`src/rtl/mbdlp_pkg.sv`:
```
package mbdlp_pkg;

    // number of buttons scanned in one word
    localparam int unsigned NUM_BUTTONS_DEF = 3;

    // width of the debounce and hold counters and of their thresholds
    localparam int unsigned CNT_W = 16;

    // register file
    localparam int unsigned CFG_IDX_W  = 2;
    localparam int unsigned CFG_DATA_W = CNT_W;

    localparam logic [CFG_IDX_W-1:0] REG_SCAN_ENABLE       = 2'd0;
    localparam logic [CFG_IDX_W-1:0] REG_DEBOUNCE_TICKS    = 2'd1;
    localparam logic [CFG_IDX_W-1:0] REG_LONG_PRESS_ENABLE = 2'd2;
    localparam logic [CFG_IDX_W-1:0] REG_LONG_PRESS_TICKS  = 2'd3;

    // register values after reset
    localparam logic             SCAN_ENABLE_RST       = 1'b0;
    localparam logic [CNT_W-1:0] DEBOUNCE_TICKS_RST    = 16'd50;
    localparam logic             LONG_PRESS_ENABLE_RST = 1'b1;
    localparam logic [CNT_W-1:0] LONG_PRESS_TICKS_RST  = 16'd1000;

    // settings shared by all lanes
    typedef struct packed {
        logic             scan_en;
        logic [CNT_W-1:0] db_ticks;
        logic             lp_en;
        logic [CNT_W-1:0] lp_ticks;
    } t_lane_cfg;

    // what one lane found for the current tick
    typedef struct packed {
        logic press;
        logic long_press;
        logic level;
    } t_lane_res;

endpackage

```
`src/rtl/multi_button_debounce_long_press.sv`:
```
// Debouncer with long-press detection for a group of active-low buttons.
// Input channel: one word per scan tick, i_raw_levels bit i is the raw level
// of button i (0 = pressed), moved by i_in_valid / o_in_stall.
// Output channel: one word per input word on o_out_valid / i_out_stall with
// press pulses, long-press pulses and the debounced levels after that tick.
// Configuration: i_cfg_wr_en writes i_cfg_data into register i_cfg_index
// (0 scan enable, 1 debounce ticks, 2 long-press enable, 3 long-press ticks);
// write only while no word is in flight.
// Each button has its own lane with a debounce counter and a hold counter;
// all lanes update together, one word per cycle while o_in_stall is low.
// Each accepted word is registered in the output register or the skid stage.
// A two-entry output path (output register plus skid stage) lets a new word
// in while a finished one waits; o_in_stall rises only when both are full.
// At reset all buttons read released, counters are zero, scanning is off,
// debounce is 50 ticks, long press is on at 1000 ticks, outputs are empty.
module multi_button_debounce_long_press #(
    parameter int unsigned NUM_BUTTONS = mbdlp_pkg::NUM_BUTTONS_DEF
) (
    input  logic                             i_clk,
    input  logic                             i_rst_n,
    input  logic                             i_in_valid,
    output logic                             o_in_stall,
    input  logic [NUM_BUTTONS-1:0]           i_raw_levels,
    output logic                             o_out_valid,
    input  logic                             i_out_stall,
    output logic [NUM_BUTTONS-1:0]           o_press_pulses,
    output logic [NUM_BUTTONS-1:0]           o_long_press_pulses,
    output logic [NUM_BUTTONS-1:0]           o_stable_levels,
    input  logic                             i_cfg_wr_en,
    input  logic [mbdlp_pkg::CFG_IDX_W-1:0]  i_cfg_index,
    input  logic [mbdlp_pkg::CFG_DATA_W-1:0] i_cfg_data
);

    mbdlp_pkg::t_lane_cfg r_cfg;

    // configuration registers
    always_ff @(posedge i_clk) begin
        if (!i_rst_n) begin
            r_cfg.scan_en  <= mbdlp_pkg::SCAN_ENABLE_RST;
            r_cfg.db_ticks <= mbdlp_pkg::DEBOUNCE_TICKS_RST;
            r_cfg.lp_en    <= mbdlp_pkg::LONG_PRESS_ENABLE_RST;
            r_cfg.lp_ticks <= mbdlp_pkg::LONG_PRESS_TICKS_RST;
        end else if (i_cfg_wr_en) begin
            unique case (i_cfg_index)
                mbdlp_pkg::REG_SCAN_ENABLE: begin
                    r_cfg.scan_en <= i_cfg_data[0];
                end
                mbdlp_pkg::REG_DEBOUNCE_TICKS: begin
                    r_cfg.db_ticks <= i_cfg_data;
                end
                mbdlp_pkg::REG_LONG_PRESS_ENABLE: begin
                    r_cfg.lp_en <= i_cfg_data[0];
                end
                mbdlp_pkg::REG_LONG_PRESS_TICKS: begin
                    r_cfg.lp_ticks <= i_cfg_data;
                end
                default: begin
                    r_cfg <= r_cfg;
                end
            endcase
        end
    end

    logic                                   tick;
    mbdlp_pkg::t_lane_res [NUM_BUTTONS-1:0] lane_res;

    assign tick = i_in_valid && !o_in_stall;

    // one lane per button
    for (genvar g = 0; g < NUM_BUTTONS; g++) begin : g_lane
        mbdlp_lane u_lane (
            .i_clk   (i_clk),
            .i_rst_n (i_rst_n),
            .i_tick  (tick),
            .i_raw   (i_raw_levels[g]),
            .i_cfg   (r_cfg),
            .o_res   (lane_res[g])
        );
    end

    // merge lane results and buffer the output word
    mbdlp_merge #(
        .NUM_BUTTONS (NUM_BUTTONS)
    ) u_merge (
        .i_clk               (i_clk),
        .i_rst_n             (i_rst_n),
        .i_tick              (tick),
        .i_lane_res          (lane_res),
        .o_in_stall          (o_in_stall),
        .o_out_valid         (o_out_valid),
        .i_out_stall         (i_out_stall),
        .o_press_pulses      (o_press_pulses),
        .o_long_press_pulses (o_long_press_pulses),
        .o_stable_levels     (o_stable_levels)
    );

endmodule

```
`src/rtl/mbdlp_lane.sv`:
```
module mbdlp_lane (
    input  logic                 i_clk,
    input  logic                 i_rst_n,
    input  logic                 i_tick,
    input  logic                 i_raw,
    input  mbdlp_pkg::t_lane_cfg i_cfg,
    output mbdlp_pkg::t_lane_res o_res
);

    localparam int unsigned W = mbdlp_pkg::CNT_W;

    logic         r_stable;
    logic [W-1:0] r_db_cnt;
    logic [W-1:0] r_hold_cnt;
    logic         r_reported;

    logic         n_stable;
    logic [W-1:0] n_db_cnt;
    logic [W-1:0] n_hold_cnt;
    logic         n_reported;

    logic [W:0]   db_inc;
    logic [W:0]   hold_inc;
    logic         press;
    logic         long_press;

    assign db_inc   = {1'b0, r_db_cnt} + {{W{1'b0}}, 1'b1};
    assign hold_inc = {1'b0, r_hold_cnt} + {{W{1'b0}}, 1'b1};

    // debounce and hold counting for one tick
    always_comb begin
        n_stable   = r_stable;
        n_db_cnt   = r_db_cnt;
        n_hold_cnt = r_hold_cnt;
        n_reported = r_reported;
        press      = 1'b0;
        long_press = 1'b0;
        if (i_cfg.scan_en) begin
            if (i_raw != r_stable) begin
                if (db_inc >= {1'b0, i_cfg.db_ticks}) begin
                    n_stable = i_raw;
                    n_db_cnt = '0;
                    if (!i_raw) begin
                        press = 1'b1;
                    end else begin
                        n_reported = 1'b0;
                        n_hold_cnt = '0;
                    end
                end else begin
                    n_db_cnt = db_inc[W-1:0];
                end
            end else begin
                n_db_cnt = '0;
            end

            // the held count only runs while stably pressed and not yet reported
            if (i_cfg.lp_en && !n_reported && !n_stable) begin
                if (hold_inc >= {1'b0, i_cfg.lp_ticks}) begin
                    n_hold_cnt = '0;
                    n_reported = 1'b1;
                    long_press = 1'b1;
                end else begin
                    n_hold_cnt = hold_inc[W-1:0];
                end
            end
        end
    end

    assign o_res.press      = press;
    assign o_res.long_press = long_press;
    assign o_res.level      = n_stable;

    // lane state, updated on each accepted word
    always_ff @(posedge i_clk) begin
        if (!i_rst_n) begin
            r_stable   <= 1'b1;
            r_db_cnt   <= '0;
            r_hold_cnt <= '0;
            r_reported <= 1'b0;
        end else if (i_tick) begin
            r_stable   <= n_stable;
            r_db_cnt   <= n_db_cnt;
            r_hold_cnt <= n_hold_cnt;
            r_reported <= n_reported;
        end
    end

endmodule

```
`src/rtl/mbdlp_merge.sv`:
```
module mbdlp_merge #(
    parameter int unsigned NUM_BUTTONS = mbdlp_pkg::NUM_BUTTONS_DEF
) (
    input  logic                                   i_clk,
    input  logic                                   i_rst_n,
    input  logic                                   i_tick,
    input  mbdlp_pkg::t_lane_res [NUM_BUTTONS-1:0] i_lane_res,
    output logic                                   o_in_stall,
    output logic                                   o_out_valid,
    input  logic                                   i_out_stall,
    output logic [NUM_BUTTONS-1:0]                 o_press_pulses,
    output logic [NUM_BUTTONS-1:0]                 o_long_press_pulses,
    output logic [NUM_BUTTONS-1:0]                 o_stable_levels
);

    logic [NUM_BUTTONS-1:0] press_w;
    logic [NUM_BUTTONS-1:0] long_w;
    logic [NUM_BUTTONS-1:0] level_w;

    // gather lane results into one word
    always_comb begin
        for (int i = 0; i < NUM_BUTTONS; i++) begin
            press_w[i] = i_lane_res[i].press;
            long_w[i]  = i_lane_res[i].long_press;
            level_w[i] = i_lane_res[i].level;
        end
    end

    logic                   r_out_valid;
    logic [NUM_BUTTONS-1:0] r_out_press;
    logic [NUM_BUTTONS-1:0] r_out_long;
    logic [NUM_BUTTONS-1:0] r_out_level;
    logic                   r_skid_valid;
    logic [NUM_BUTTONS-1:0] r_skid_press;
    logic [NUM_BUTTONS-1:0] r_skid_long;
    logic [NUM_BUTTONS-1:0] r_skid_level;

    logic out_take;
    logic out_load_new;
    logic out_load_skid;
    logic skid_load;

    assign out_take      = r_out_valid && !i_out_stall;
    assign out_load_new  = i_tick && (!r_out_valid || out_take);
    assign skid_load     = i_tick && r_out_valid && !out_take;
    assign out_load_skid = !i_tick && out_take && r_skid_valid;

    // control of the output register and the skid stage
    always_ff @(posedge i_clk) begin
        if (!i_rst_n) begin
            r_out_valid  <= 1'b0;
            r_skid_valid <= 1'b0;
        end else begin
            if (out_load_new || out_load_skid) begin
                r_out_valid <= 1'b1;
            end else if (out_take) begin
                r_out_valid <= 1'b0;
            end
            if (skid_load) begin
                r_skid_valid <= 1'b1;
            end else if (out_load_skid) begin
                r_skid_valid <= 1'b0;
            end
        end
    end

    // payload of the output register and the skid stage
    always_ff @(posedge i_clk) begin
        if (out_load_new) begin
            r_out_press <= press_w;
            r_out_long  <= long_w;
            r_out_level <= level_w;
        end else if (out_load_skid) begin
            r_out_press <= r_skid_press;
            r_out_long  <= r_skid_long;
            r_out_level <= r_skid_level;
        end
        if (skid_load) begin
            r_skid_press <= press_w;
            r_skid_long  <= long_w;
            r_skid_level <= level_w;
        end
    end

    assign o_in_stall          = r_skid_valid;
    assign o_out_valid         = r_out_valid;
    assign o_press_pulses      = r_out_press;
    assign o_long_press_pulses = r_out_long;
    assign o_stable_levels     = r_out_level;

endmodule

```
`config.mk`:
```
export PLATFORM = sky130hd
export DESIGN_NAME = multi_button_debounce_long_press
export DESIGN_NICKNAME = d
export VERILOG_FILES = /design/src/rtl/mbdlp_pkg.sv /design/src/rtl/multi_button_debounce_long_press.sv /design/src/rtl/mbdlp_lane.sv /design/src/rtl/mbdlp_merge.sv
export SDC_FILE = /design/constraint.sdc
export NUM_CORES = 1
export LEC_CHECK = 0
export ABC_AREA = 1
export BUFFER_PORTS_ARGS = -buffer_cell sky130_fd_sc_hd__buf_2
export CORE_MARGIN = 2
export CORE_UTILIZATION = 25
export CTS_BUF_LIST = sky130_fd_sc_hd__clkbuf_8 sky130_fd_sc_hd__clkbuf_16
export DETAILED_ROUTE_END_ITERATION = 16
export PLACE_DENSITY = 0.5
export SYNTH_ARGS = -nofsm -noshare
export SYNTH_HDL_FRONTEND = slang
export SYNTH_SLANG_ARGS = --single-unit
```
`constraint.sdc`:
```
create_clock -name i_clk -period 4.44 [get_ports i_clk]
set_input_delay 0.222 -clock i_clk [delete_from_list [all_inputs] [get_ports i_clk]]
set_output_delay 0.222 -clock i_clk [all_outputs]
set_load 0.01 [all_outputs]
```
==> impl_metrics.json, run 1 <==
{
  "post_synthesis_cells": 1632,
  "initial_cell_density_of_the_core_pct": 25.4,
  "path_buf_inv": 2,
  "synth_enable_flop_cells": 18,
  "internal_power_mw": 2.34,
  "critical_path_fanouts_max": 32,
  "num-fill-cells": 4741,
  "globalRouteOverflowTotal": 0,
  "final_area_um2": 12300,
  "worst-r2r-setup-slack_ps": 630,
  "top_level_ports": 37,
  "timing.critical_path.mode_cell": "sky130_fd_sc_hd__nand2_1",
  "fin_crit_ps": 3810,
  "synth_fp_nets": 1760,
  "grt_antenna_before_repair": 0,
  "yosysWarnings": 0,
  "nNetsFinal": 1773,
  "numClockSinks": 156,
  "worst-endpoint-required_ps": 4780,
  "cts_root_buf": "sky130_fd_sc_hd__clkbuf_16",
  "clock_insertion_delay_worst_skew_ps": 440,
  "utilization_after_layout_pct": 28.4,
  "power-per-cell-area_nw_per_um2": 266,
  "post_route_cells_drive_above_1_share_pct": 8.02,
  "final-setup-viol-count": 0,
  "report.final.hold_viol_count": 0,
  "max_clock_freq_ghz": 0.262,
  "synthArstFlopShare_pct": 0,
  "dominant_register_cell_in_the_synthesized_netlist": "sky130_fd_sc_hd__dfxtp_1",
  "switching_share_pct": 28.1,
  "timing.final.max_slew_violations": 0,
  "via_count": 9990,
  "timing.setup.tns_ps": 0,
  "synth.cell_area_um2": 11000,
  "first_global_vias": 9224,
  "comb_power_share_pct": 10.5,
  "dr.pass1.iters": 5,
  "wirelength_mm": 30.1,
  "critPathLaunchType": "flip-flop",
  "dieArea_um2": 45600,
  "detail_route.iter0.violations": 578,
  "worst-slew-pin-transition_ps": 1060,
  "routedWlPerCell_um": 13.4,
  "worstReg2RegStart": "g_lane[2].u_lane.r_db_cnt[0]$_SDFFE_PN0P_",
  "die_y_um": 214,
  "port_buffers": 36,
  "grt_first_pass_wirelength_mm": 48.8,
  "antenna_left": 0,
  "report.power.total_mw": 3.26,
  "synth-seq-cells": 156,
  "reg2reg_to": "g_lane[2].u_lane.r_hold_cnt[13]$_SDFFE_PN0P_",
  "number_of_cells_upsized_or_downsized_after_cts": 0,
  "worstSetupPathType": "flip-flop to flip-flop",
  "cts_tree": "yes",
  "min_delay_worst_endpoint": "r_cfg[6]$_SDFFE_PN1P_",
  "placement.cell_area_um2": 11700,
  "area_growth_syn_to_layout_pct": 11.7,
  "regArea_um2": 3300,
  "grt_max_degree": 83,
  "critPathMaxStageDelay_ps": 480,
  "sequentialPowerShare_pct": 45.3,
  "floorplan.die.width_um": 214,
  "fp-row-count": 76,
  "slew_headroom_pct": 28.9,
  "clockPowerShare_pct": 44.2,
  "gp_routability_congestion": 0.835,
  "postCtsSetupRepairBufs": 0,
  "multi_input_area_um2": 6650,
  "timing.reg2reg.worst_path_depth": 21,
  "critPathTopFamily": "simple AND/OR/NAND/NOR gates",
  "rsz_0062_raised_after_global_routing": "no",
  "min_path_cells": 3,
  "grt_util_all_layers_pct": 13.7,
  "cp.arrival_ps": 4150,
  "timing.max_cap.violations": 0,
  "cts_made_buffers": 17,
  "top_regs": "g_lane.u_lane.r_db_cnt x48, g_lane.u_lane.r_hold_cnt x48, r_cfg x34",
  "path_clk_slew_ps": 70,
  "hold_bufs_at_cts": 0,
  "clock_tree.htree_level_count": 4,
  "cts_buffer_depth": 2,
  "n_antenna_cell": 0,
  "hpwl_reported_at_the_end_of_detailed_placement_mm": 22.3,
  "critPathCaptureType": "flip-flop",
  "slowest_stage": "sky130_fd_sc_hd__nand2_2",
  "viasPerCell": 4.45,
  "synth.lib_cells_used.distinct": 44,
  "final_common_cell": "sky130_fd_sc_hd__nand2_1",
  "final.period_utilization_pct": 85.9,
  "critical_path.cell_chain": "nand3_1, nor2_1, inv_1, nor3_1, nand2_1, nor2_1, xnor2_1, inv_1, ha_1, nand2_1, nor3_1, nor3b_1, nand2_1, nand2_4, nand2_2, nand2_4, nand3_1, nand2_2, nand3_1, nand2_1, nor2_2",
  "hold_start": "i_cfg_data[6]",
  "post_synth.cell_area_avg_um2": 6.73,
  "layout.cells.most_common_list": "415 x sky130_fd_sc_hd__nand2_1, 206 x sky130_fd_sc_hd__nor2_1, 204 x sky130_fd_sc_hd__inv_1",
  "drc_errors": 0,
  "netSwitchingPower_mw": 0.917,
  "timing.critical_path.depth": 21,
  "max-vdd-ir-drop_mv": 0.267,
  "finClkSkew_ps": 12.9,
  "synth-seq-area-share_pct": 30.1,
  "placeableCoreArea_um2": 43300,
  "result_of_the_run": "finished, final reports clean",
  "static-leakage-power_nw": 5.60,
  "holdCritPathClass": "input pin to flip-flop"
}
==> worst max-delay path by stage <==
| stage | end | startpoint |
|---|---|---|
| after global routing | u_merge.o_long_press_pulses[2]$_DFFE_PP_ | g_lane[2].u_lane.r_db_cnt[0]$_SDFFE_PN0P_ |
| after floorplan | g_lane[1].u_lane.r_hold_cnt[15]$_SDFFE_PN0P_ | g_lane[1].u_lane.r_db_cnt[2]$_SDFFE_PN0P_ |
| after global placement | u_merge.o_long_press_pulses[0]$_DFFE_PP_ | g_lane[0].u_lane.r_db_cnt[0]$_SDFFE_PN0P_ |
| after detailed placement | g_lane[2].u_lane.r_hold_cnt[13]$_SDFFE_PN0P_ | g_lane[2].u_lane.r_db_cnt[0]$_SDFFE_PN0P_ |
| after CTS | u_merge.o_long_press_pulses[2]$_DFFE_PP_ | g_lane[2].u_lane.r_db_cnt[0]$_SDFFE_PN0P_ |
| final | g_lane[2].u_lane.r_hold_cnt[13]$_SDFFE_PN0P_ | g_lane[2].u_lane.r_db_cnt[0]$_SDFFE_PN0P_ |
==> stage by stage <==
step	worst slack [ps]	instances	hold WS, ps
2_1_floorplan	1400	1632	348
3_3_place_gp	610	2211	457
3_5_place_dp	525	2211	460
4_1_cts	574	2243	26.5
5_1_grt	120	2243	41.0
6_report	628	2243	39.2
==> cells in the mapped netlist, drive strengths merged (6+ instances only) <==
library cell / n / share of area [%]
a21oi: 149 / 6.8
buf: 28 / 1.7
clkbuf: 22 / 0.75
dfxtp: 138 / 25
edfxtp: 18 / 4.9
ha: 102 / 12
inv: 206 / 7.0
nand2: 429 / 15
nand3: 85 / 4.2
nand3b: 6 / 0.44
nand4: 37 / 2.2
nor2: 231 / 8.8
nor3: 17 / 0.77
nor4: 9 / 0.51
o21ai: 57 / 2.6
or2: 9 / 0.51
xnor2: 21 / 1.7
xor2: 45 / 3.6
==> power groups by stage <==
stage | logic (mW) | clock network (mW) | registers [mW]
6_report | 0.342 | 1.44 | 1.48
4_1_cts | 0.346 | 1.49 | 1.48
3_5_place_dp | 0.344 | 0 | 1.51
5_1_grt | 0.387 | 1.54 | 1.48
3_3_place_gp | 0.340 | 0 | 1.51
2_1_floorplan | 0.231 | 0 | 1.51
==> cell families after synthesis <==
logic type / after synthesis / synth area share, %
simple gates: 827 / 33.0
buf+inv: 257 / 9.48
compound gates: 224 / 10.6
flops: 156 / 30.1
fa+ha+maj: 102 / 11.6
xor+xnor: 66 / 5.26
==> layer usage <==
layer / vias to the layer above / GRT usage, % / share of wire, %
met5: - / 0 / 0
met4: 0 / 5.15 / 2.5
met3: 39 / 2.28 / 3.5
met2: 168 / 21.9 / 44
met1: 4506 / 18.4 / 50
li1: 5277 / - / -
==> area by class of cell <==
type                       instances  share of cell area (%)
clock buffer                      18                    3.58
timing repair buffer              44                    1.96
clock inverter                    14                    1.01
inverter                         207                    6.33
tap                              585                    5.97
sequential                       156                    26.9
multi-input combinational       1219                    54.2
==> worst min-delay path: stages <==
cell and delay [ps]:
sky130_fd_sc_hd__buf_2 110, sky130_fd_sc_hd__a21oi_1 60, sky130_fd_sc_hd__o21ai_0 60
(Power assumes the default switching activity.)
==> run 2, diff against run 1 <==
--- a/config.mk
+++ b/config.mk
@@ -11,7 +11,6 @@
 export CORE_UTILIZATION = 25
 export CTS_BUF_LIST = sky130_fd_sc_hd__clkbuf_8 sky130_fd_sc_hd__clkbuf_16
 export DETAILED_ROUTE_END_ITERATION = 16
-export PLACE_DENSITY = 0.5
 export SYNTH_ARGS = -nofsm -noshare
 export SYNTH_HDL_FRONTEND = slang
 export SYNTH_SLANG_ARGS = --single-unit
==> impl_metrics.json, run 2 (synthesis gave the netlist of run 1 again) <==
{
  "result_of_the_run": "finished, final reports clean",
  "initial_cell_density_of_the_core_pct": 25.4,
  "dpl_worst_slack_ps": 565,
  "first_global_vias": 9687,
  "fin_crit_ps": 3890,
  "critical_path_fanouts_max": 17,
  "cts_made_buffers": 17,
  "antenna_left": 0,
  "clock_insertion_delay_worst_skew_ps": 440,
  "n_antenna_cell": 0,
  "worst-endpoint-required_ps": 4750,
  "worstReg2RegStart": "g_lane[2].u_lane.r_db_cnt[0]$_SDFFE_PN0P_",
  "power-per-cell-area_nw_per_um2": 274,
  "clock_tree.htree_level_count": 4,
  "nNetsFinal": 1772,
  "fp-row-count": 76,
  "final.period_utilization_pct": 87.6,
  "grt_first_pass_wirelength_mm": 48.0,
  "grt_max_degree": 57,
  "fin_hold_ws_ps": 39.8,
  "hold_start": "i_cfg_data[5]",
  "port_buffers": 36,
  "globalRouteOverflowTotal": 0,
  "path_clk_slew_ps": 70,
  "max_clock_freq_ghz": 0.257,
  "max-vdd-ir-drop_mv": 0.259,
  "cts_root_buf": "sky130_fd_sc_hd__clkbuf_16",
  "critPathCaptureType": "flip-flop",
  "drc_errors": 0,
  "min_path_cells": 3,
  "via_count": 10100,
  "gp_routability_congestion": 0.888,
  "viasPerCell": 4.52,
  "worstSetupPathType": "flip-flop to flip-flop",
  "placement.cell_area_um2": 11700,
  "dieArea_um2": 45600,
  "critical_path_origin": "g_lane[2].u_lane.r_db_cnt[0]$_SDFFE_PN0P_",
  "path_buf_inv": 2,
  "detail_route.iter0.violations": 590,
  "timing.reg2reg.worst_path_depth": 22,
  "top_level_ports": 37,
  "final-setup-viol-count": 0,
  "die_y_um": 214,
  "grt_util_all_layers_pct": 13.3,
  "floorplan.die.width_um": 214,
  "cts_buffer_depth": 2,
  "final_common_cell": "sky130_fd_sc_hd__nand2_1",
  "rsz_0062_raised_after_global_routing": "no",
  "critPathMaxStageDelay_ps": 400,
  "area_growth_syn_to_layout_pct": 12.1,
  "timing.max_cap.violations": 0,
  "static-leakage-power_nw": 5.62,
  "slew_headroom_pct": 43.0,
  "critical_path.cell_chain": "nand3_1, nor2_1, inv_1, nor3_1, nand2_1, nor2_1, xnor2_1, inv_1, ha_1, nand2_1, nor3_1, nor3b_1, nand2_1, nand2_4, nand2_2, nand2_4, nand2_4, nor2_8, nand2_1, nor2_1, nand2_1, nand2_1",
  "finClkSkew_ps": 9.77,
  "wirelength_mm": 29.2,
  "grt_antenna_before_repair": 1,
  "timing.critical_path.depth": 22,
  "worst-slew-pin-transition_ps": 848,
  "number_of_cells_upsized_or_downsized_after_cts": 0,
  "hpwl_reported_at_the_end_of_detailed_placement_mm": 21.8,
  "routedWlPerCell_um": 13.0,
  "placeableCoreArea_um2": 43300,
  "numClockSinks": 156,
  "holdCritPathClass": "input pin to flip-flop",
  "top_regs": "g_lane.u_lane.r_db_cnt x48, g_lane.u_lane.r_hold_cnt x48, r_cfg x34",
  "hold_bufs_at_cts": 0,
  "cts_tree": "yes",
  "dr.pass1.iters": 8,
  "cp.arrival_ps": 4190,
  "fin_ws_ps": 552,
  "slowest_stage": "sky130_fd_sc_hd__dfxtp_1",
  "report.final.hold_viol_count": 0,
  "critPathLaunchType": "flip-flop",
  "critPathTopFamily": "simple AND/OR/NAND/NOR gates",
  "postCtsSetupRepairBufs": 0,
  "timing.setup.tns_ps": 0,
  "layout.cells.most_common_list": "415 x sky130_fd_sc_hd__nand2_1, 206 x sky130_fd_sc_hd__nor2_1, 203 x sky130_fd_sc_hd__inv_1",
  "timing.critical_path.mode_cell": "sky130_fd_sc_hd__nand2_1",
  "post_route_cells_drive_above_1_share_pct": 8.03,
  "report.power.total_mw": 3.38,
  "final_area_um2": 12300,
  "timing.final.max_slew_violations": 0
}
-- run 2: changes by cell type in the layout (fill, tap and decap cells not counted) --
| cell | before | now |
|---|---|---|
| sky130_fd_sc_hd__clkbuf_8 | 1 | 0 |
| sky130_fd_sc_hd__buf_4 | 8 | 7 |
| sky130_fd_sc_hd__bufinv_16 | 1 | 3 |
| sky130_fd_sc_hd__clkinvlp_4 | 4 | 3 |
| sky130_fd_sc_hd__inv_1 | 204 | 203 |
| sky130_fd_sc_hd__clkinv_2 | 2 | 1 |
| sky130_fd_sc_hd__inv_6 | 1 | 5 |
| sky130_fd_sc_hd__clkinv_4 | 3 | 1 |
-- run 2: area by class of cell --
type                            instances  area (um^2)
Fill cell                            4704        31000
Timing Repair Buffer                   43          233
Clock buffer                           17          425
Multi-Input combinational cell       1219         6650
Inverter                              207          777
Tap cell                              585          732
Clock inverter                         15          185
Sequential cell                       156         3300
-- run 2: final timing paths --
check / to / slack (ps)
setup / recovery: u_merge.o_long_press_pulses[2]$_DFFE_PP_ / 550
hold / removal: r_cfg[5]$_SDFFE_PN1P_ / 40
setup reg to reg: u_merge.o_long_press_pulses[2]$_DFFE_PP_ / 550
hold reg to reg: g_lane[0].u_lane.r_db_cnt[15]$_SDFFE_PN0P_ / 470
-- run 2: metal layers --
layer / global-route usage, % / routed length [um] / vias to the layer above
met5: 0 / 7 / -
met4: 4.43 / 732 / 2
met3: 2.90 / 1300 / 42
met2: 22.1 / 13300 / 188
met1: 17.0 / 13800 / 4623
li1: - / - / 5272
-- run 2: tightest hold or removal path: stages --
cell and delay (ps):
sky130_fd_sc_hd__buf_2 110, sky130_fd_sc_hd__a21oi_1 60, sky130_fd_sc_hd__o21ai_0 60
-- run 2: per-stage QoR --
stage,cells,util [%]
global route,2242,28.4
global placement,2210,27.0
CTS,2242,28.4
floorplan,1632,-
finish,2242,28.4
detailed placement,2210,27.0
-- run 2: power by group --
| group | internal (mW) | switching, mW | total [mW] |
|---|---|---|---|
| Clock | 0.895 | 0.667 | 1.56 |
| Sequential | 1.46 | 0.0187 | 1.48 |
| Combinational | 0.0967 | 0.241 | 0.338 |
